$ cat src/sv/assert_macros.svh
// Assertion macros shared by the directory RTL.
`ifndef ASSERT_MACROS_SVH
`define ASSERT_MACROS_SVH

// Checked only while reset is low.
`define SHD_ASSERT(name, clk, rst, prop, msg) \
   name: assert property (@(posedge clk) disable iff (rst) (prop)) else $error(msg);

// Checked at every edge, reset included.
`define SHD_ASSERT_ALWAYS(name, clk, prop, msg) \
   name: assert property (@(posedge clk) (prop)) else $error(msg);

`endif

$ cat src/sv/shd_pkg.sv
// Package for the spatial hash directory: beat types, entry layout, codes and hash primes.
`default_nettype none

package shd_pkg;

   localparam int DEFAULT_TABLE_DEPTH = 1024;

   localparam logic [31:0] PRIME_X = 32'd73856093;
   localparam logic [31:0] PRIME_Y = 32'd19349663;
   localparam logic [31:0] PRIME_L = 32'd83492791;

   localparam logic [3:0] SIZE_LOG2_RESET = 4'd10;

   localparam logic [1:0] OP_CLEAR  = 2'd0;
   localparam logic [1:0] OP_INSERT = 2'd1;
   localparam logic [1:0] OP_READ   = 2'd2;

   typedef struct packed {
      logic [1:0]         operation;
      logic signed [15:0] key_x;
      logic signed [15:0] key_y;
      logic [3:0]         key_level;
      logic [11:0]        block_origin_x;
      logic [11:0]        block_origin_y;
      logic [12:0]        block_side;
      logic [31:0]        logical_pages_bits;
      logic [9:0]         read_slot;
   } request_type;

   typedef struct packed {
      logic [9:0]         slot;
      logic               table_full;
      logic               entry_valid;
      logic signed [15:0] entry_x;
      logic signed [15:0] entry_y;
      logic [3:0]         entry_level;
      logic [11:0]        entry_origin_x;
      logic [11:0]        entry_origin_y;
      logic [12:0]        entry_block_size;
      logic [31:0]        entry_logical_bits;
   } response_type;

   // One directory word: occupancy flag, key and payload.
   typedef struct packed {
      logic               valid;
      logic signed [15:0] key_x;
      logic signed [15:0] key_y;
      logic [3:0]         level;
      logic [11:0]        origin_x;
      logic [11:0]        origin_y;
      logic [12:0]        block_side;
      logic [31:0]        logical_bits;
   } entry_type;

   typedef struct packed {
      logic        done;
      logic [31:0] value;
   } hash_status_type;

endpackage

`default_nettype wire

$ cat src/sv/shd_hash.sv
// Iterative key hash: one shared 32x32 multiplier, three products XOR-folded.
`default_nettype none

module shd_hash (
   input  wire logic                    clock,
   input  wire logic                    reset,
   input  wire logic                    start,
   input  wire shd_pkg::request_type    key,
   output shd_pkg::hash_status_type     status
);
   import shd_pkg::*;

   logic [1:0]  step_ff, step_in;
   logic        run_ff, run_in;
   logic        done_ff, done_in;
   logic [31:0] prod_ff, prod_in;
   logic [31:0] acc_ff, acc_in;
   logic [31:0] operand;
   logic [31:0] prime;
   logic [31:0] mul_lo;

   always_comb begin
      unique case (step_ff)
         2'd0: begin
            operand = {{16{key.key_x[15]}}, key.key_x};
            prime   = PRIME_X;
         end
         2'd1: begin
            operand = {{16{key.key_y[15]}}, key.key_y};
            prime   = PRIME_Y;
         end
         2'd2: begin
            operand = {28'd0, key.key_level};
            prime   = PRIME_L;
         end
         default: begin
            operand = '0;
            prime   = '0;
         end
      endcase
   end

   // Low word of the product only: the hash works modulo 2^32.
   assign mul_lo = 32'(operand * prime);

   always_comb begin
      step_in = step_ff;
      run_in  = run_ff;
      done_in = 1'b0;
      prod_in = prod_ff;
      acc_in  = acc_ff;
      if (start) begin
         run_in  = 1'b1;
         step_in = 2'd0;
         acc_in  = '0;
      end else if (run_ff) begin
         if (step_ff != 2'd3) begin
            prod_in = mul_lo;
         end
         if (step_ff != 2'd0) begin
            acc_in = acc_ff ^ prod_ff;
         end
         step_in = step_ff + 2'd1;
         if (step_ff == 2'd3) begin
            run_in  = 1'b0;
            done_in = 1'b1;
         end
      end
   end

   always_ff @(posedge clock) begin
      if (reset) begin
         run_ff  <= 1'b0;
         done_ff <= 1'b0;
         step_ff <= 2'd0;
      end else begin
         run_ff  <= run_in;
         done_ff <= done_in;
         step_ff <= step_in;
      end
      prod_ff <= prod_in;
      acc_ff  <= acc_in;
   end

   assign status.done  = done_ff;
   assign status.value = acc_ff;

endmodule

`default_nettype wire
$ cat config.mk
export PLATFORM = sky130hd
export DESIGN_NAME = shd_hash
export DESIGN_NICKNAME = d
export VERILOG_FILES = /design/src/sv/assert_macros.svh /design/src/sv/shd_pkg.sv /design/src/sv/shd_hash.sv
export SDC_FILE = /design/constraint.sdc
export NUM_CORES = 1
export LEC_CHECK = 0
export ABC_CLOCK_PERIOD_IN_PS = 9500
export BUFFER_PORTS_ARGS = -buffer_cell sky130_fd_sc_hd__buf_2
export CORE_MARGIN = 2
export CORE_UTILIZATION = 30
export DETAILED_ROUTE_END_ITERATION = 12
export MAX_ROUTING_LAYER = met4
export SLEW_MARGIN = 30
export SYNTH_ARGS = -nofsm -noshare
export SYNTH_HDL_FRONTEND = slang
export SYNTH_SLANG_ARGS = --single-unit
$ cat constraint.sdc
create_clock -name clock -period 9.5 [get_ports clock]
set_input_delay 0.95 -clock clock [delete_from_list [all_inputs] [get_ports clock]]
set_output_delay 0.95 -clock clock [all_outputs]
set_load 0.01 [all_outputs]
Word level (Yosys, flattened, before mapping). Index checks and enable logic that the tools add are counted.

Register bits: 68. Output and inout port bits: 33. Word-level logic and storage cells: 26.

Add/sub/neg operators: 1. $mul: 1. Eq/ne operators: 4. Mux-type cells: 6. Bitwise logic cells: 3. Reduce and logical (&&, ||, !) cells: 6.

Operators with widths (count): $pmux W32 S3 (1); $pmux W27 S3 (1); $mul A32 B32 Y32 (1); $xor A32 B32 Y32 (1); $eq A2 B2 Y1 const B (2); $mux W1 (4); $reduce_and A3 Y1 (1); $reduce_or A3 Y1 (1); $add A2 B1 Y2 const B (1); $eq A2 B1 Y1 const B (1); $logic_not A2 Y1 (1); $ne A2 B2 Y1 const B (1); $not A1 Y1 (2); $reduce_and A2 Y1 (1); $reduce_bool A2 Y1 (1); $reduce_or A2 Y1 (1).

Longest topological paths before layout. Gate-level depths: netlist of run 1.

Depth after elaboration: 4. Depth in mapped cells: 33.

Least setup slack after synthesis of run 1. No wires, ideal clock.

Path type: input to register. From: in key[98] (netlist name). To: reg prod_ff[28], data pin. Setup time: 0.137 ns. Data arrival time: 7.598 ns. Data required time: 9.363 ns. Setup slack: 1.765 ns. Cell stages on the path: 23. Buffers on the path: 0. Path through: a22oi_1 nor2_1 inv_1 nor2_1 fa_1 inv_1 fa_1 fa_1 fa_1 inv_1 fa_1 fa_1 inv_1 fa_1 inv_1 ha_1 a21oi_1 nand3_1 nand2_1 a41oi_2 a31o_1 or4_1 nand4_1.

Longest elaborated chain between the ends: 2.

RTL lines: start: declaration (RTL line shd_hash.sv:8) `input wire shd_pkg::request_type key,`; $pmux W32 S3 (RTL line shd_hash.sv:23) `unique case (step_ff)`; $mul A32 B32 Y32 (RTL line shd_hash.sv:44) `assign mul_lo = 32'(operand * prime);`; named net mul_lo[28] (RTL line shd_hash.sv:20) `logic [31:0] mul_lo;`; end signal: assignment (RTL line shd_hash.sv:81) `prod_ff <= prod_in;`; end: declaration (RTL line shd_hash.sv:16) `logic [31:0] prod_ff, prod_in;`.

The timed path passes the listed nets, and every way through them passes these cells. A chain may end at the register's enable or synchronous reset.

Worst setup path after layout of run 1.
From: reg step_ff[0]. To: reg prod_ff[31], data pin.

Longest elaborated chain between the ends: 3. Elaborated cells on any way between the ends: 6. Classes of those cells: mul (1); eq/ne (2); mux (2); reduce/logical (1).

RTL lines: start: declaration (RTL line shd_hash.sv:13) `logic [1:0] step_ff, step_in;`; start signal: assignment (RTL line shd_hash.sv:79) `step_ff <= step_in;`; $eq A2 B2 Y1, or another cell as far along (RTL line shd_hash.sv:23); $pmux W32 S3 / $pmux W27 S3 (equally long branches) (RTL line shd_hash.sv:23); $mul A32 B32 Y32 * (RTL line shd_hash.sv:44); named net mul_lo[31] (RTL line shd_hash.sv:20).

Mark *: on every way through the listed nets, which the timed path passes. The rest lies on a longest branch.

==> results of run 1 <==
## tightest hold or removal path: cells and delay by family, from the launching register on
family | cells | cell delay [ns]
simple gates | 1 | 0.07
flops | 1 | 0.33
xor+xnor | 1 | 0.07
## metrics by stage
stage | utilization [%] | setup WS, ns
detailed placement | 33.3 | 0.698
global route | 33.9 | 0.252
finish | 33.9 | 0.707
CTS | 33.9 | 0.688
global placement | 33.3 | 0.803
floorplan | - | 1.76
## per-layer routing
layer	vias to the layer above	wire (µm)
met2	197	17500
met3	54	1540
met1	4702	15700
met4	0	1140
li1	4331	-
met5	-	0
## state kept, by name, indices dropped and copies added (netlist names)
name / flops
acc_ff: 32
prod_ff: 32
step_ff: 2
done_ff: 1
run_ff: 1
## layout make-up
cell class | count | area [µm²] | share of cell area, %
Clock inverter | 7 | 52.6 | 0.333
Sequential cell | 68 | 1680 | 10.6
Timing Repair Buffer | 104 | 603 | 3.82
Clock buffer | 9 | 225 | 1.43
Inverter | 521 | 1960 | 12.4
Multi-Input combinational cell | 842 | 10500 | 66.6
Tap cell | 607 | 759 | 4.81
## layout by cell type, fill, tap and decap left out, types with 3 or more instances in the layout
master	instances
or2_2	11
clkbuf_16	9
nand4_1	3
ha_1	114
edfxtp_1	32
o21a_1	5
nand2_1	66
nand3_1	4
o21ai_0	8
a21o_1	6
a222oi_1	4
dfxtp_1	36
buf_4	33
inv_1	521
and2_1	32
nor2b_1	3
a21oi_1	21
nor2_1	90
fa_1	336
a31oi_1	3
buf_2	71
a22oi_1	13
xor2_1	39
nor3_1	10
xnor2_1	40
clkinvlp_4	4
## synth_stat cells (all sizes together) (2+ instances only)
cell type | n | area share (%)
nor3 | 10 | 0.35
buf | 3 | 0.12
o21a | 5 | 0.26
clkbuf | 19 | 0.50
or2 | 11 | 0.48
a31o | 2 | 0.12
o41ai | 2 | 0.31
xnor2 | 40 | 2.5
nor2 | 90 | 2.4
xor2 | 39 | 2.4
nand2 | 66 | 1.7
o2111ai | 2 | 0.12
nand4 | 3 | 0.13
dfxtp | 36 | 5.1
nor2b | 4 | 0.18
edfxtp | 32 | 6.7
a31oi | 3 | 0.13
o21ai | 9 | 0.32
a21oi | 23 | 0.86
o21bai | 2 | 0.11
a22oi | 13 | 0.69
and3 | 2 | 0.088
a21o | 6 | 0.32
a222oi | 4 | 0.28
inv | 521 | 14
mux2 | 2 | 0.16
ha | 114 | 10
o211ai | 2 | 0.11
nand3 | 4 | 0.14
and2 | 32 | 1.4
nand2b | 2 | 0.088
fa | 336 | 47
## final timing paths
kind / start / end
worst min register to register: acc_ff[4] / acc_ff[4]
worst min-delay path: acc_ff[4] / acc_ff[4]
worst max-delay path: step_ff[0] / prod_ff[31]
worst max register to register: step_ff[0] / prod_ff[31]
## logic make-up after synthesis
kind of cell	Yosys count
simple gates	230
flops	68
fa+ha+maj	450
buf+inv	543
xor+xnor	80
compound gates	79
mux	3
==> impl_metrics.json, run 1 <==
{
  "critPathTopFamily": "adder cells",
  "relSlewSlack_pct": 40.5,
  "drc": 0,
  "synth_async_sr_flop_share_pct": 0,
  "gp_congestion": 0.951,
  "finalHoldViolations": 0,
  "clk_latency_ns": 0.36,
  "globalRouteMet2Util_pct": 27.0,
  "synth-seq-area-share_pct": 11.8,
  "synthMuxAreaShare_pct": 0.228,
  "synth_warnings": 0,
  "cap_violations": 0,
  "synth_cells": 1453,
  "syn_nets": 2023,
  "grt_max_degree": 38,
  "synth_edf_count": 32,
  "ys_types": 50,
  "placed_area_mm2": 0.0155,
  "synth_area_mm2": 0.0142,
  "grt_pass1_wl_um": 58100,
  "whs_path_depth": 2,
  "fin_crit_ns": 8.79,
  "drive_gt1_share_pct": 9.16,
  "dieArea_mm2": 0.0492,
  "dp_cells": 2142,
  "area_growth_pct": 10.9,
  "rsz0062_at_grt": "no",
  "crit_arrival_ns": 8.95,
  "cts-root-buf": "clkbuf_16",
  "clkSinkCount": 68,
  "cp-end-kind": "flop",
  "diodes": 0,
  "path_max_fanout": 17,
  "drv_slew": 0,
  "yosys.area_share.adder_pct": 57.3,
  "place_hpwl_um": 32800,
  "antenna_found_initial": 0,
  "rows": 79,
  "synth_top_family_by_area": "adder cells",
  "cts_max_path_buffers": 2,
  "grt_util_all_layers_pct": 16.0,
  "ys_seq_elements": 68,
  "worstMarginPinSlew_ns": 0.893,
  "hp-class": "reg2reg",
  "first_global_vias": 10600,
  "worstRegToRegCells": 27,
  "globalRoute.busiestLayer": "met2",
  "path_depth": 27,
  "final_cells": 2158,
  "postCtsResizedCells": 0,
  "cts_setup_buffers": 0,
  "status": "finished, final reports clean",
  "fillers": 4837,
  "synth_compound_area_share_pct": 4.02,
  "grt_util_met3_pct": 2.43,
  "start_util_pct": 30.5,
  "grtUsageMet1_pct": 19.6,
  "cp.buffers_inverters": 7,
  "synthXorXnorAreaFrac_pct": 5.02,
  "drt_iter0_markers": 493,
  "cp-start-kind": "flop",
  "io_pins": 153,
  "required_ns": 9.65,
  "fmax_ghz": 0.114,
  "post_drt_via_cell_ratio": 4.30,
  "cts_hold_buf": 0,
  "setup_viol": 0,
  "crit_top_cell": "fa_1",
  "critPathKind": "reg2reg",
  "fin_crit_sh_pct": 92.6,
  "clk_pin_slew_ns": 0.06,
  "cpMaxStageDelayCell": "ha_1",
  "hold_slack_ns": 0.503,
  "worst_path_largest_cell_delay_ns": 0.77,
  "reg2reg_slack_ns": 0.71,
  "tritoncts": "yes",
  "dieWidth_um": 222,
  "fin_setup_tns_ns": 0,
  "nets": 2116,
  "synth-simple-area-share_pct": 7.30,
  "wirelength_um": 35900,
  "detail_route.wl_per_cell_um": 16.6,
  "firstDrtPassIters": 5,
  "port_buffers": 71,
  "grt_overflow": 0,
  "ant_nets": 0,
  "htreeDepth": 3,
  "cts_buffers": 9,
  "vias": 9284,
  "core_mm2": 0.0467,
  "die_h_um": 222,
  "fin_skew_ns": 0.00577,
  "syn_area_per_cell_um2": 9.80,
  "finalInstanceArea_mm2": 0.0158,
  "ys.flop_type": "dfxtp_1"
}
Power of run 1 is left out: the tool's default activity adds up to more than one toggle a clock period on the data nets, which glitch-free logic cannot reach.
==> inputs of run 2 (changes only) <==
Settings changed: CORE_ASPECT_RATIO set to 0.9, SLEW_MARGIN 30 to 20.
==> impl_metrics.json, run 2 (same netlist as run 1, synthesis figures left out) <==
{
  "vias": 9242,
  "drive_gt1_share_pct": 8.91,
  "ant_nets": 0,
  "hp-class": "reg2reg",
  "final_cell_mix": "521 x inv_1, 336 x fa_1, 113 x ha_1, 90 x nor2_1, 71 x buf_2",
  "final_common_cell": "inv_1",
  "cts_hold_buf": 0,
  "fin_crit_ns": 8.52,
  "critPathKind": "reg2reg",
  "cts_buffers": 9,
  "io_pins": 153,
  "worstMarginPinSlew_ns": 0.979,
  "port_buffers": 71,
  "clk_pin_slew_ns": 0.05,
  "dieArea_mm2": 0.0492,
  "multi_input_area_mm2": 0.0105,
  "firstDrtPassIters": 4,
  "required_ns": 9.65,
  "drc": 0,
  "tritoncts": "yes",
  "gp_congestion": 0.951,
  "cap_violations": 0,
  "grt_overflow": 0,
  "grt_max_degree": 38,
  "rows": 75,
  "cts_setup_buffers": 0,
  "dieWidth_um": 234,
  "place_hpwl_um": 32500,
  "clkSinkCount": 68,
  "cts_max_path_buffers": 2,
  "status": "finished, final reports clean",
  "htreeDepth": 3,
  "nets": 2114,
  "grt_pass1_wl_um": 57800,
  "fillers": 4789,
  "finalHoldViolations": 0,
  "setup_viol": 0,
  "drt_iter0_markers": 412,
  "grt_util_all_layers_pct": 16.1,
  "path_max_fanout": 6,
  "first_global_vias": 10400,
  "drv_slew": 0,
  "reg_top3": "acc_ff: 32 flops, prod_ff: 32 flops, step_ff: 2 flops",
  "relSlewSlack_pct": 34.1,
  "crit_arrival_ns": 8.68,
  "diodes": 0,
  "fin_setup_tns_ns": 0,
  "start_util_pct": 30.5,
  "cp-start-kind": "flop",
  "postCtsResizedCells": 0,
  "die_h_um": 211,
  "core_mm2": 0.0467,
  "fin_crit_sh_pct": 89.7,
  "rsz0062_at_grt": "no",
  "post_drt_via_cell_ratio": 4.27,
  "clk_latency_ns": 0.36,
  "area_growth_pct": 11.3,
  "detail_route.wl_per_cell_um": 16.5,
  "fin_skew_ns": 0.00609,
  "fmax_ghz": 0.117,
  "regArea_mm2": 0.00168,
  "cp-end-kind": "flop",
  "antenna_found_initial": 1,
  "wirelength_um": 35700,
  "cts-root-buf": "clkbuf_16"
}
## run 2: cell types whose count changed in the layout (fill, tap and decap cells not counted), sizes merged
| cell | delta |
|---|---|
| clkinvlp | -4 |
| clkbuf | +3 |
| buf | -2 |
| bufinv | +1 |
| clkinv | +1 |
| inv | -1 |
## run 2: metrics by stage
| step | util, % | std cells | hold slack [ns] | setup slack, ns | area (µm²) |
|---|---|---|---|---|---|
| 3_3_place_gp | 33.2 | 2149 | 0.486 | 0.546 | 15500 |
| 5_1_grt | 33.9 | 2165 | 0.537 | 0.370 | 15900 |
| 3_5_place_dp | 33.2 | 2149 | 0.491 | 0.468 | 15500 |
| 4_1_cts | 33.9 | 2165 | 0.509 | 0.422 | 15800 |
| 2_1_floorplan | - | 1453 | 0.480 | 1.76 | 14200 |
| 6_report | 33.9 | 2165 | 0.502 | 0.975 | 15900 |
## run 2: worst max-delay path, stage by stage, from the launching register on
cell and delay [ns]:
dfxtp_1 0.40, inv_1 0.09, ha_1 0.33, a222oi_1 0.70
nor2_1 0.24, o21ai_1 0.52, inv_1 0.22, fa_1 0.49
fa_1 0.49, inv_1 0.05, fa_1 0.42, fa_1 0.43
inv_1 0.07, fa_1 0.43, fa_1 0.55, inv_1 0.05
fa_1 0.47, inv_1 0.09, ha_1 0.32, nor3_1 0.25
nand2_1 0.10, o31ai_1 0.22, buf_4 0.20, o2111ai_1 0.22
a31oi_1 0.41, o21a_1 0.20, o21ai_0 0.09, a211oi_1 0.26
## run 2: cell type report
| cell class | instances | area share (%) |
|---|---|---|
| multi-input cells | 842 | 66.4 |
| inverters | 521 | 12.3 |
| flip-flops and latches | 68 | 10.6 |
| well taps | 616 | 4.86 |
| repair buffers | 102 | 3.79 |
| clock buffers | 12 | 1.69 |
| clock inverters | 4 | 0.292 |
## run 2: final timing paths
kind	startpoint	to	slack [ns]	depth (start not counted)
worst min-delay path	acc_ff[6]	acc_ff[6]	0.50	2
worst max-delay path	step_ff[0]	prod_ff[31]	0.98	27
worst min register to register	acc_ff[6]	acc_ff[6]	0.50	2
worst max register to register	step_ff[0]	prod_ff[31]	0.98	27
## run 2: per-layer routing
| layer | track usage, % | up-vias | part of all wire, % | wire [µm] |
|---|---|---|---|---|
| li1 | - | 4335 | - | - |
| met1 | 21.2 | 4687 | 47 | 16600 |
| met2 | 25.9 | 191 | 47 | 16800 |
| met3 | 2.77 | 29 | 4.5 | 1610 |
| met4 | 3.78 | 0 | 1.6 | 569 |
| met5 | - | - | 0 | 0 |
Power of run 2 is left out for the same reason.
